`src/rtl/gbos_ram.sv`:
```
// ----------------------------------------------------------------------------
// gbos_ram
// Generic single-write, single-read RAM with registered read data.
// ----------------------------------------------------------------------------
module gbos_ram #(
    parameter int WIDTH = 8,
    parameter int DEPTH = 16,
    parameter int AW    = (DEPTH > 1) ? $clog2(DEPTH) : 1
) (
    input  logic             clk,
    input  logic             wr_en,
    input  logic [AW-1:0]    wr_addr,
    input  logic [WIDTH-1:0] wr_data,
    input  logic             rd_en,
    input  logic [AW-1:0]    rd_addr,
    output logic [WIDTH-1:0] rd_data
);

    logic [WIDTH-1:0] mem [DEPTH];
    logic [WIDTH-1:0] rd_data_reg;

    // write port and registered read port
    always_ff @(posedge clk)
    begin
        if (wr_en)
        begin
            mem[wr_addr] <= wr_data;
        end
        if (rd_en)
        begin
            rd_data_reg <= mem[rd_addr];
        end
    end

    assign rd_data = rd_data_reg;

endmodule

```
`config.mk`:
```
export PLATFORM = sky130hd
export DESIGN_NAME = gbos_ram
export DESIGN_NICKNAME = d
export VERILOG_FILES = /design/src/rtl/gbos_ram.sv
export SDC_FILE = /design/constraint.sdc
export NUM_CORES = 1
export LEC_CHECK = 0
export ABC_AREA = 0
export ABC_CLOCK_PERIOD_IN_PS = 4410
export BUFFER_PORTS_ARGS = -buffer_cell sky130_fd_sc_hd__buf_2
export CAP_MARGIN = 5
export CORE_AREA = 4 4 140 142
export DETAILED_ROUTE_END_ITERATION = 6
export DIE_AREA = 0 0 144 146
export GPL_TIMING_DRIVEN = 0
export PLACE_DENSITY_LB_ADDON = 0.25
export SETUP_SLACK_MARGIN = 0.15
export SLEW_MARGIN = 10
export SYNTH_ARGS = -nofsm -noshare
export SYNTH_HDL_FRONTEND = slang
export SYNTH_SLANG_ARGS = --single-unit
```
`constraint.sdc`:
```
create_clock -name clk -period 4.41 [get_ports clk]
set_input_delay 0.441 -clock clk [delete_from_list [all_inputs] [get_ports clk]]
set_output_delay 0.441 -clock clk [all_outputs]
set_load 0.03 [all_outputs]
```
==> metrics.log <==
[metrics] hold buffers post-CTS: 0
[metrics] Synth cell types: 18
[metrics] status: finished, final reports clean
[metrics] H-tree levels: 4
[metrics] number of warnings reported in the yosys synthesis log: 0
[metrics] Compound-Gate Fraction of Synth Area: 0.02298
[metrics] largest net degree at the start of global routing: 17
[metrics] detailed placement HPWL: between 6000 and 7000 um
[metrics] average instance area after synthesis: ~23 um2
[metrics] GRT Residual Overflow: 0
[metrics] area of the core: 0.01846 mm2
[metrics] DRC violations left: 0
[metrics] portion of synthesized cell area occupied by the leading cell type: 0.7812
[metrics] type of the tightest min-delay check: in -> reg
[metrics] fraction of final layout cells with drive strength greater than 1: 0.2937
[metrics] Worst Hold Launch: rd_en
[metrics] total wirelength of the detailed-routed design: about 11000 um
[metrics] top fanout value on the critical path: 8
[metrics] Worst Reg2Reg Path Length in Cells: 3
[metrics] Reg2Reg Launch Point: mem[7][7]$_DFFE_PP_
[metrics] Req. time, crit path: roughly 4500 ps
[metrics] post-synthesis share of cell area spent on xor and xnor gates: 0
[metrics] area fraction in and, or, nand and nor cells after synthesis: 0.03135
[metrics] count of boundary I/O pins: 27
[metrics] via count of the first global-routing pass: 2468
[metrics] DR WL/cell: 20.67 um
[metrics] layout-stage area growth over the synthesis result: 18.69%
[metrics] clock-pin slew on the worst setup and hold paths: 60 ps
[metrics] number of cells on the worst hold path: 1
[metrics] die area: 0.02102 mm2
[metrics] total routing resource utilization after global routing: 0.1086
[metrics] share of the clock period used by the worst path: 0.4004
[metrics] violation count after the first detailed-routing iteration: 131
[metrics] element type at the critical path start: input port
[metrics] sum of negative setup slack: 0 ps
[metrics] PnR worst setup slack: 2644 ps
[metrics] global-route wire length before repair: 15900 um
[metrics] sequential area share after synthesis: 0.7812
[metrics] Worst setup EP type: flop
[metrics] Horiz. Die Dim: between 100 and 150 um
[metrics] Period minus WS final: 1766 ps
[metrics] max-capacitance violation count: 0
[metrics] hold violation total from the final report: 0
[metrics] Fin Clk Skew: 5.464 ps
[metrics] gate count of the mapped netlist: about 230
[metrics] fin cells: 520
[metrics] power per cell area: 470.9 mW/mm2
[metrics] RePlAce Congestion: 0.6736
[metrics] flop and latch count out of synthesis: 136
[metrics] detailed-route vias per instance: ~4.6
[metrics] final-layout worst hold slack: 377.3 ps
[metrics] Reg2Reg Setup Slack: 2810 ps
[metrics] count of fill cells added during filler insertion: 1697
[metrics] netlist area before placement: 0.005228 mm2
[metrics] Worst slew margin: 0.2547
[metrics] arrival time at the worst endpoint: 1800 ps
[metrics] # clock sinks: between 100 and 150
[metrics] number of iterations in the first detailed-routing pass: 4
[metrics] antenna violations before repair: 0
[metrics] post-layout net count: 292
[metrics] Achievable Freq: 0.5664 GHz
[metrics] utilization of the core after routing: 0.3362
[metrics] std cell rows: 50
[metrics] CTS tree: yes
[metrics] most area-consuming cells after synthesis: sky130_fd_sc_hd__edfxtp_1, sky130_fd_sc_hd__mux4_2, sky130_fd_sc_hd__mux4_1, sky130_fd_sc_hd__a22oi_1, sky130_fd_sc_hd__nor2_1
[metrics] count of input and output buffers: 25
[metrics] placed insts: 488
[metrics] cell taking the most area after synthesis: sky130_fd_sc_hd__edfxtp_1
[metrics] transition time of the tightest slew-check pin: 1109 ps
[metrics] final-report max-slew violation count: 0
[metrics] Setup Buffers After CTS: 0
[metrics] number of buffers inserted during clock tree synthesis: 17
[metrics] starting density of the core: 0.2833
[metrics] Die Span Y: 146 um
[metrics] # resized after CTS: 0
[metrics] clk_lat worst skew: ~420 ps
[metrics] setup repair after global routing missed its margin: false
[metrics] # diodes: 0
[metrics] maximum vdd ir drop: 0.2442 mV
[metrics] Setup CP Type: in -> reg
[metrics] share of synthesized area spent on multiplexers: 0.1479
[metrics] reg2reg end: rd_data[7]$_DFFE_PP_
[metrics] adder and majority gate portion of the synthesized area: 0
[metrics] via count: 2376
[metrics] Leak Pwr: 2.034 nW
[metrics] Post-Syn Nets: 248
[metrics] pre-CTS setup slack: 2133 ps
[metrics] endpoint of the worst hold path: rd_data[3]$_DFFE_PP_
[metrics] post-route ant nets: 0
[metrics] root buffer cell: sky130_fd_sc_hd__clkbuf_16
[metrics] Max Buffers Root-to-Sink: 2
[metrics] dominant combinational cell family by area after synthesis: multiplexers
[metrics] number of flip-flops under the largest register name: 128
[metrics] number of endpoints failing setup at the final stage: 0
-- stage by stage --
| step | power (W) | instance area, um2 |
|---|---|---|
| 2_1_floorplan | 0.001575 | 5228 |
| 3_3_place_gp | 0.001641 | 5645 |
| 5_1_grt | 0.003027 | 6205 |
| 6_report | 0.002922 | 6205 |
| 4_1_cts | 0.002953 | 6205 |
| 3_5_place_dp | 0.001646 | 5660 |
-- Yosys cell counts --
library cell and number:
sky130_fd_sc_hd__nand3b_1 2, sky130_fd_sc_hd__a22oi_1 16, sky130_fd_sc_hd__buf_6 3, sky130_fd_sc_hd__buf_4 1, sky130_fd_sc_hd__clkdlybuf4s25_2 3, sky130_fd_sc_hd__buf_2 3, sky130_fd_sc_hd__nand2b_1 2, sky130_fd_sc_hd__and2b_1 1
sky130_fd_sc_hd__or3b_2 1, sky130_fd_sc_hd__nand3_1 1, sky130_fd_sc_hd__mux4_1 14, sky130_fd_sc_hd__nor2b_1 1, sky130_fd_sc_hd__mux4_2 18, sky130_fd_sc_hd__nor3_1 4, sky130_fd_sc_hd__nand2_1 9, sky130_fd_sc_hd__nor2_1 13
sky130_fd_sc_hd__and2_1 1, sky130_fd_sc_hd__edfxtp_1 136
-- cells by family after synthesis --
family                 Yosys count
DFF                            136
and+or+nand+nor                 35
muxes                           32
AOI/OAI and AO/OA               16
buffers and inverters           10
-- where the power goes --
part	switching, W	total, W	internal, W	leakage (nW)
clock	0.000491	0.00131	0.000815	0.276
sequential	0.00000570	0.00146	0.00146	1.24
combinational	0.0000967	0.000153	0.0000564	0.521
total	0.000593	0.00292	0.00233	2.03
-- per-layer routing --
| metal | vias to the layer above | GRT usage | share of wire |
|---|---|---|---|
| li1 | 1075 | - | - |
| met1 | 1236 | 0.1560 | 0.47 |
| met2 | 56 | 0.1522 | 0.46 |
| met3 | 9 | 0.03549 | 0.057 |
| met4 | 0 | 0.04237 | 0.0094 |
| met5 | - | 0 | 0 |
-- worst max path at each step --
stage,cells after the start,endpoint,startpoint
after global placement,3,mem[0][1]$_DFFE_PP_,wr_addr[2]
final,3,mem[3][2]$_DFFE_PP_,wr_addr[2]
after CTS,3,mem[3][2]$_DFFE_PP_,wr_addr[2]
after detailed placement,3,mem[3][1]$_DFFE_PP_,wr_addr[2]
after global routing,3,mem[3][2]$_DFFE_PP_,wr_addr[2]
after floorplan,2,mem[0][0]$_DFFE_PP_,wr_addr[2]
-- layout by cell type, fill, tap and decap left out, types with 8 or more instances in the layout --
| cell type | instances |
|---|---|
| sky130_fd_sc_hd__a22oi_1 | 16 |
| sky130_fd_sc_hd__buf_2 | 28 |
| sky130_fd_sc_hd__clkbuf_16 | 17 |
| sky130_fd_sc_hd__clkinv_2 | 8 |
| sky130_fd_sc_hd__edfxtp_1 | 136 |
| sky130_fd_sc_hd__mux4_1 | 14 |
| sky130_fd_sc_hd__mux4_2 | 18 |
| sky130_fd_sc_hd__nand2_1 | 9 |
| sky130_fd_sc_hd__nor2_1 | 13 |
-- critical path: stages --
cell	delay [ps]
sky130_fd_sc_hd__buf_2	120
sky130_fd_sc_hd__or3b_2	540
sky130_fd_sc_hd__nor2_1	700
-- area by class of cell --
cell class	count	area, um2	share of cell area
flip-flops and latches	136	4084	0.6582
multi-input cells	83	1072	0.1728
clock buffers	19	432.9	0.06977
well taps	234	292.8	0.04719
repair buffers	25	125.1	0.02017
clock inverters	13	111.4	0.01795
plain buffers	10	86.33	0.01391
No activity file was read; power rests on OpenSTA's default activity.
