## src/rtl/gbos_pkg.sv

```systemverilog
// ----------------------------------------------------------------------------
// gbos_pkg
// Shared types and constants for the greedy box overlap suppression block.
// ----------------------------------------------------------------------------
package gbos_pkg;

    // kept store geometry
    localparam int MAX_KEPT = 64;
    localparam int KEPT_AW  = (MAX_KEPT > 1) ? $clog2(MAX_KEPT) : 1;
    localparam int CNT_W    = $clog2(MAX_KEPT + 1);

    // field widths
    localparam int COORD_W  = 16;
    localparam int AREA_W   = 2 * COORD_W;
    localparam int THR_W    = 16;
    localparam int INDEX_W  = 12;
    localparam int TOTAL_W  = 7;

    // threshold reset: 0.45 in Q0.16, truncated
    localparam logic [THR_W-1:0]   THRESH_RESET = 16'd29491;
    localparam logic [INDEX_W-1:0] INDEX_MAX    = 12'd4095;

    // one box in Q12.4
    typedef struct packed {
        logic [COORD_W-1:0]        height;
        logic [COORD_W-1:0]        width;
        logic signed [COORD_W-1:0] top;
        logic signed [COORD_W-1:0] left;
    } box_t;

    // one entry of the kept store
    typedef struct packed {
        logic [AREA_W-1:0] area;
        box_t              box;
    } kept_entry_t;

    // status from the compare unit back to the sequencer
    typedef struct packed {
        logic busy;
        logic hit_valid;
        logic hit;
    } unit_stat_t;

    // sequencer states
    typedef enum logic [1:0] {
        S_IDLE,
        S_SCAN,
        S_DRAIN,
        S_FINISH
    } state_t;

endpackage

```

## src/rtl/gbos_overlap_unit.sv

```systemverilog
// ----------------------------------------------------------------------------
// gbos_overlap_unit
// Pipelined IoU test of the candidate box against one kept entry per cycle:
// overlap lengths, intersection, union, threshold product, compare.
// ----------------------------------------------------------------------------
module gbos_overlap_unit (
    input  logic                         clk,
    input  logic                         rst_n,
    input  logic                         entry_valid,
    input  gbos_pkg::kept_entry_t        entry,
    input  gbos_pkg::box_t               cand,
    input  logic [gbos_pkg::AREA_W-1:0]  cand_area,
    input  logic [gbos_pkg::THR_W-1:0]   thr,
    output gbos_pkg::unit_stat_t         stat
);
    import gbos_pkg::*;

    localparam int EXT_W  = COORD_W + 2;
    localparam int UNI_W  = AREA_W + 1;
    localparam int PROD_W = THR_W + UNI_W;

    // overlap of [a0, a0+alen) and [b0, b0+blen), zero if none
    function automatic logic [COORD_W-1:0] overlap_len(
        input logic signed [COORD_W-1:0] a0,
        input logic [COORD_W-1:0]        alen,
        input logic signed [COORD_W-1:0] b0,
        input logic [COORD_W-1:0]        blen
    );
        logic signed [EXT_W-1:0] a0_x;
        logic signed [EXT_W-1:0] b0_x;
        logic signed [EXT_W-1:0] a1;
        logic signed [EXT_W-1:0] b1;
        logic signed [EXT_W-1:0] lo;
        logic signed [EXT_W-1:0] hi;
        logic signed [EXT_W-1:0] diff;
        a0_x = EXT_W'(a0);
        b0_x = EXT_W'(b0);
        a1   = a0_x + $signed({2'b00, alen});
        b1   = b0_x + $signed({2'b00, blen});
        lo   = (a0_x > b0_x) ? a0_x : b0_x;
        hi   = (a1 < b1) ? a1 : b1;
        diff = hi - lo;
        overlap_len = (hi > lo) ? diff[COORD_W-1:0] : '0;
    endfunction

    logic                v1_reg, v2_reg, v3_reg, v4_reg, v5_reg;
    logic [COORD_W-1:0]  iw_reg, ih_reg;
    logic [COORD_W-1:0]  iw_next, ih_next;
    logic [AREA_W-1:0]   karea1_reg, karea2_reg;
    logic [AREA_W-1:0]   inter2_reg, inter3_reg, inter4_reg;
    logic [UNI_W-1:0]    uni3_reg;
    logic [PROD_W-1:0]   prod4_reg;
    logic                hit5_reg;

    // stage 1 overlap lengths
    always_comb
    begin
        iw_next = overlap_len(cand.left, cand.width, entry.box.left, entry.box.width);
        ih_next = overlap_len(cand.top, cand.height, entry.box.top, entry.box.height);
    end

    // valid chain
    always_ff @(posedge clk or negedge rst_n)
    begin
        if (!rst_n)
        begin
            v1_reg <= 1'b0;
            v2_reg <= 1'b0;
            v3_reg <= 1'b0;
            v4_reg <= 1'b0;
            v5_reg <= 1'b0;
        end
        else
        begin
            v1_reg <= entry_valid;
            v2_reg <= v1_reg;
            v3_reg <= v2_reg;
            v4_reg <= v3_reg;
            v5_reg <= v4_reg;
        end
    end

    // datapath stages
    always_ff @(posedge clk)
    begin
        iw_reg     <= iw_next;
        ih_reg     <= ih_next;
        karea1_reg <= entry.area;
        // intersection area
        inter2_reg <= AREA_W'(iw_reg) * AREA_W'(ih_reg);
        karea2_reg <= karea1_reg;
        // union, never negative since inter fits in both areas
        uni3_reg   <= {1'b0, cand_area} + {1'b0, karea2_reg} - {1'b0, inter2_reg};
        inter3_reg <= inter2_reg;
        // threshold times union
        prod4_reg  <= PROD_W'(thr) * PROD_W'(uni3_reg);
        inter4_reg <= inter3_reg;
        // inter * 65536 against threshold * union
        hit5_reg   <= PROD_W'({inter4_reg, 16'h0000}) > prod4_reg;
    end

    assign stat.busy      = v1_reg | v2_reg | v3_reg | v4_reg | v5_reg;
    assign stat.hit_valid = v5_reg;
    assign stat.hit       = hit5_reg;

endmodule

```

## config.mk

```make
export PLATFORM = sky130hd
export DESIGN_NAME = gbos_overlap_unit
export DESIGN_NICKNAME = d
export VERILOG_FILES = /design/src/rtl/gbos_pkg.sv /design/src/rtl/gbos_overlap_unit.sv
export SDC_FILE = /design/constraint.sdc
export NUM_CORES = 2
export LEC_CHECK = 0
export BUFFER_PORTS_ARGS = -buffer_cell sky130_fd_sc_hd__buf_2
export CAP_MARGIN = 20
export CORE_MARGIN = 10
export CORE_UTILIZATION = 60
export CTS_CLUSTER_SIZE = 24
export DETAILED_ROUTE_END_ITERATION = 6
export PLACE_DENSITY = 0.84
export SETUP_SLACK_MARGIN = 0.4
export SYNTH_ARGS = -nofsm -noshare
export SYNTH_HDL_FRONTEND = slang
export SYNTH_SLANG_ARGS = --single-unit
```

## constraint.sdc

```tcl
create_clock -name clk -period 8.05 [get_ports clk]
set_clock_uncertainty 0.05 [all_clocks]
set_input_delay 1.2075 -clock clk [delete_from_list [all_inputs] [get_ports clk]]
set_output_delay 1.2075 -clock clk [all_outputs]
set_load 0.05 [all_outputs]
```

==> results.md <==
- Post-layout worst setup margin: 724 ps
- Number of register bits inferred by synthesis: 280
- Num ports: 214
- Max-Slew Margin vs Limit: 39.7%
- Number of flip-flops in the largest register: 49
- Number of sinks handled by clock tree synthesis: 280
- HPWL reported at the end of detailed placement: 81.2 mm
- Reported max-cap violation count: 0
- Worst setup SP type: input pin
- Grt total ovfl: 0
- Detailed-router iteration count before antenna repair: 7
- ANT cells: 0
- Endpoints failing hold: 0
- Critical Setup Path Class: input pin to register
- Final ANT Viol Nets: 0
- Routability congestion estimate: 0.971
- Bufs on Longest Clock Path: 3
- Cell types with the largest area share after synthesis: fa_1 (33%), ha_1 (14%), dfxtp_1 (13%)
- Part of the Yosys area used for sequential elements: 13.8%
- Area enclosed by the die boundary: 78,800 um^2
- Most common cell after layout, fill and taps aside: inv_1
- Total nets after synthesis: 5,941
- Horiz. Die Dim: 281 um
- Setup repair after global routing missed its margin: false
- Via count of the first global-routing pass: 33.8k
- Warning count from the yosys run: 0
- Worst-case hold slack: 273 ps
- Clock latency of the later-clocked register in the worst-skew pair: 550 ps
- Post-Syn Area: 40,800 um^2
- Count of routing violations after the opening detailed-route iteration: 1,752
- Row count: 95
- Maximum cell stage delay along the critical path: 430 ps
- Yosys top cell area share: 32.6%
- Post-synthesis to final-layout area growth: 8.47%
- Global-route wire length before repair: 163 mm
- Fin crit period: 7330 ps
- Vertical extent of the die: 281 um
- Transition time at the pin with the least slew margin: 904 ps
- Gate Count Post-Synth: 4,610
- Cell mode on critical path: a21oi_2
- Number of endpoints failing setup at the final stage: 0
- Violated checks: DRC
- Clk Tree Root Cell: clkbuf_16
- Worst Path Required: 8420 ps
- Mapped Avg Cell Area: 8.85 um^2
- Setup crit end kind: register
- Unique cell type count in the Yosys netlist: 73
- Crit path max-delay cell type: a2111o_1
- DRC errors left: 2
- Number of synthesized flops with an enable pin: 0
- Average via count per standard cell: 5.50
- Pre-CTS WS: -103 ps
- Routed Wire Length: 97.4 mm
- Largest area contributor in the netlist: fa_1
- Fin crit share: 91.0%
- Share of layout cells above drive strength 1: 8.67%
- H-tree depth: 1
- Total clock buffers created by CTS: 27
- Clock edge transition at the registers on the reported setup and hold paths: 70 ps
- Pins Over Slew Limit: 0
- Most frequent cells in the layout: inv_1 (1,025), fa_1 (662), nand2_1 (612), ha_1 (450), dfxtp_1 (275)
- Starting density of the core: 60.6%
- Detail-routed net length per standard cell: 17.1 um
- Arrival time of the worst setup path: 7700 ps
- Initial antenna violation count: 0
- Total of buffers placed on input and output ports: 213
- Clock tree from TritonCTS: yes
- Kind of path behind the tightest hold check: register to register
- Main synth FF type: dfxtp_1
- Proportion of register bits with asynchronous set or reset after synthesis: 1.79%
- NumNets Final: 6,143
- Via total after detailed routing: 31.4k
- Total Routing Usage GR: 25.1%
- Number of buffers inserted by hold repair at cts: 0
- Top achievable clock speed: 136 MHz
- Largest driver fanout on the critical path: 16
- Maximum number of pins on one net before global-route repair: 34
- Core area: 67,300 um^2
- Status: finished with violations
[what timing repair did]
item,4_1_cts,5_1_grt
setup endpoints to repair,0,36
setup buffers,0,7
resized for setup,0,39
[cells in the mapped netlist, types with 5 or more instances]
master	number
inv_1	1026
fa_1	664
nand2_1	612
ha_1	456
dfxtp_1	275
and2_1	259
a21oi_1	160
nor2_1	125
clkbuf_1	124
xnor2_1	112
o21ai_0	95
a21o_1	91
xor2_1	60
mux2i_1	54
nor3_1	48
nor2b_1	43
o21a_1	42
nand4_1	40
nand3_1	37
nand2b_1	27
o21bai_1	25
a31oi_1	22
a211oi_1	17
and3_1	17
o211ai_1	16
mux2_2	11
or2_2	11
a211o_1	10
a21boi_0	9
or3_1	9
nor4_1	8
a221oi_1	7
mux2_1	7
a2111oi_0	6
nand3b_1	6
nor3b_1	6
o41ai_1	6
a2111o_1	5
dfrtp_1	5
[path summary, 6_finish.rpt]
| check | from | end | slack (ps) | cells past startpoint |
|---|---|---|---|---|
| worst max-delay path | entry[20] | ih_reg[13] | 720 | 32 |
| worst min-delay path | inter3_reg[12] | inter4_reg[12] | 270 | 0 |
| worst max register to register | ih_reg[1] | inter2_reg[30] | 810 | 22 |
| worst min register to register | inter3_reg[12] | inter4_reg[12] | 270 | 0 |
| max in group asynchronous | rst_n | v2_reg | 7410 | 1 |
| min in group asynchronous | rst_n | v1_reg | 400 | 1 |
[layer usage]
metal / GRT usage, % / vias up / routed length (um)
li1: - / 14700 / -
met1: 29.3 / 15300 / 37000
met2: 45.5 / 1171 / 49600
met3: 5.32 / 237 / 7710
met4: 7.86 / 0 / 3030
met5: 0 / - / 0
[kinds of logic (layout without fill, tap and decap cells)]
logic type | count (synthesis) | count (layout) | share of synthesized area, %
xor+xnor | 172 | 172 | 3.69
flops | 280 | 280 | 13.8
compound gates | 550 | 550 | 8.75
mux | 73 | 73 | 1.86
buf+inv | 1157 | 1378 | 10.7
simple gates | 1258 | 1258 | 14.6
fa+ha+maj | 1120 | 1120 | 46.6
[critical path: cells and delay by family]
kind | cells | cell delay (ps)
adders and majority gates | 4 | 1150
buffers and inverters | 2 | 170
xor gates and xnor gates | 1 | 110
AOI/OAI and AO/OA | 16 | 3660
and+or+nand+nor | 7 | 990
muxes | 2 | 410
[through the flow]
stage / instances / area, um^2 / util [%] / setup TNS [ps]
floorplan: 4610 / 40900 / - / 0
global placement: 5649 / 43200 / 64.2 / 0
detailed placement: 5649 / 43200 / 64.2 / -1350
CTS: 5697 / 44100 / 65.5 / 0
global route: 5704 / 44200 / 65.8 / 0
finish: 5704 / 44200 / 65.8 / 0
[final cells by class]
type	instances	area (um^2)
Multi-Input combinational cell	3173	31000
Inverter	1026	3850
Sequential cell	280	5630
Fill cell	5238	23000
Tap cell	873	1090
Clock inverter	16	144
Clock buffer	32	724
Timing Repair Buffer	304	1770
Power is left out: the tool's default activity adds up to more than one toggle a clock period on the data nets, which glitch-free logic cannot reach.
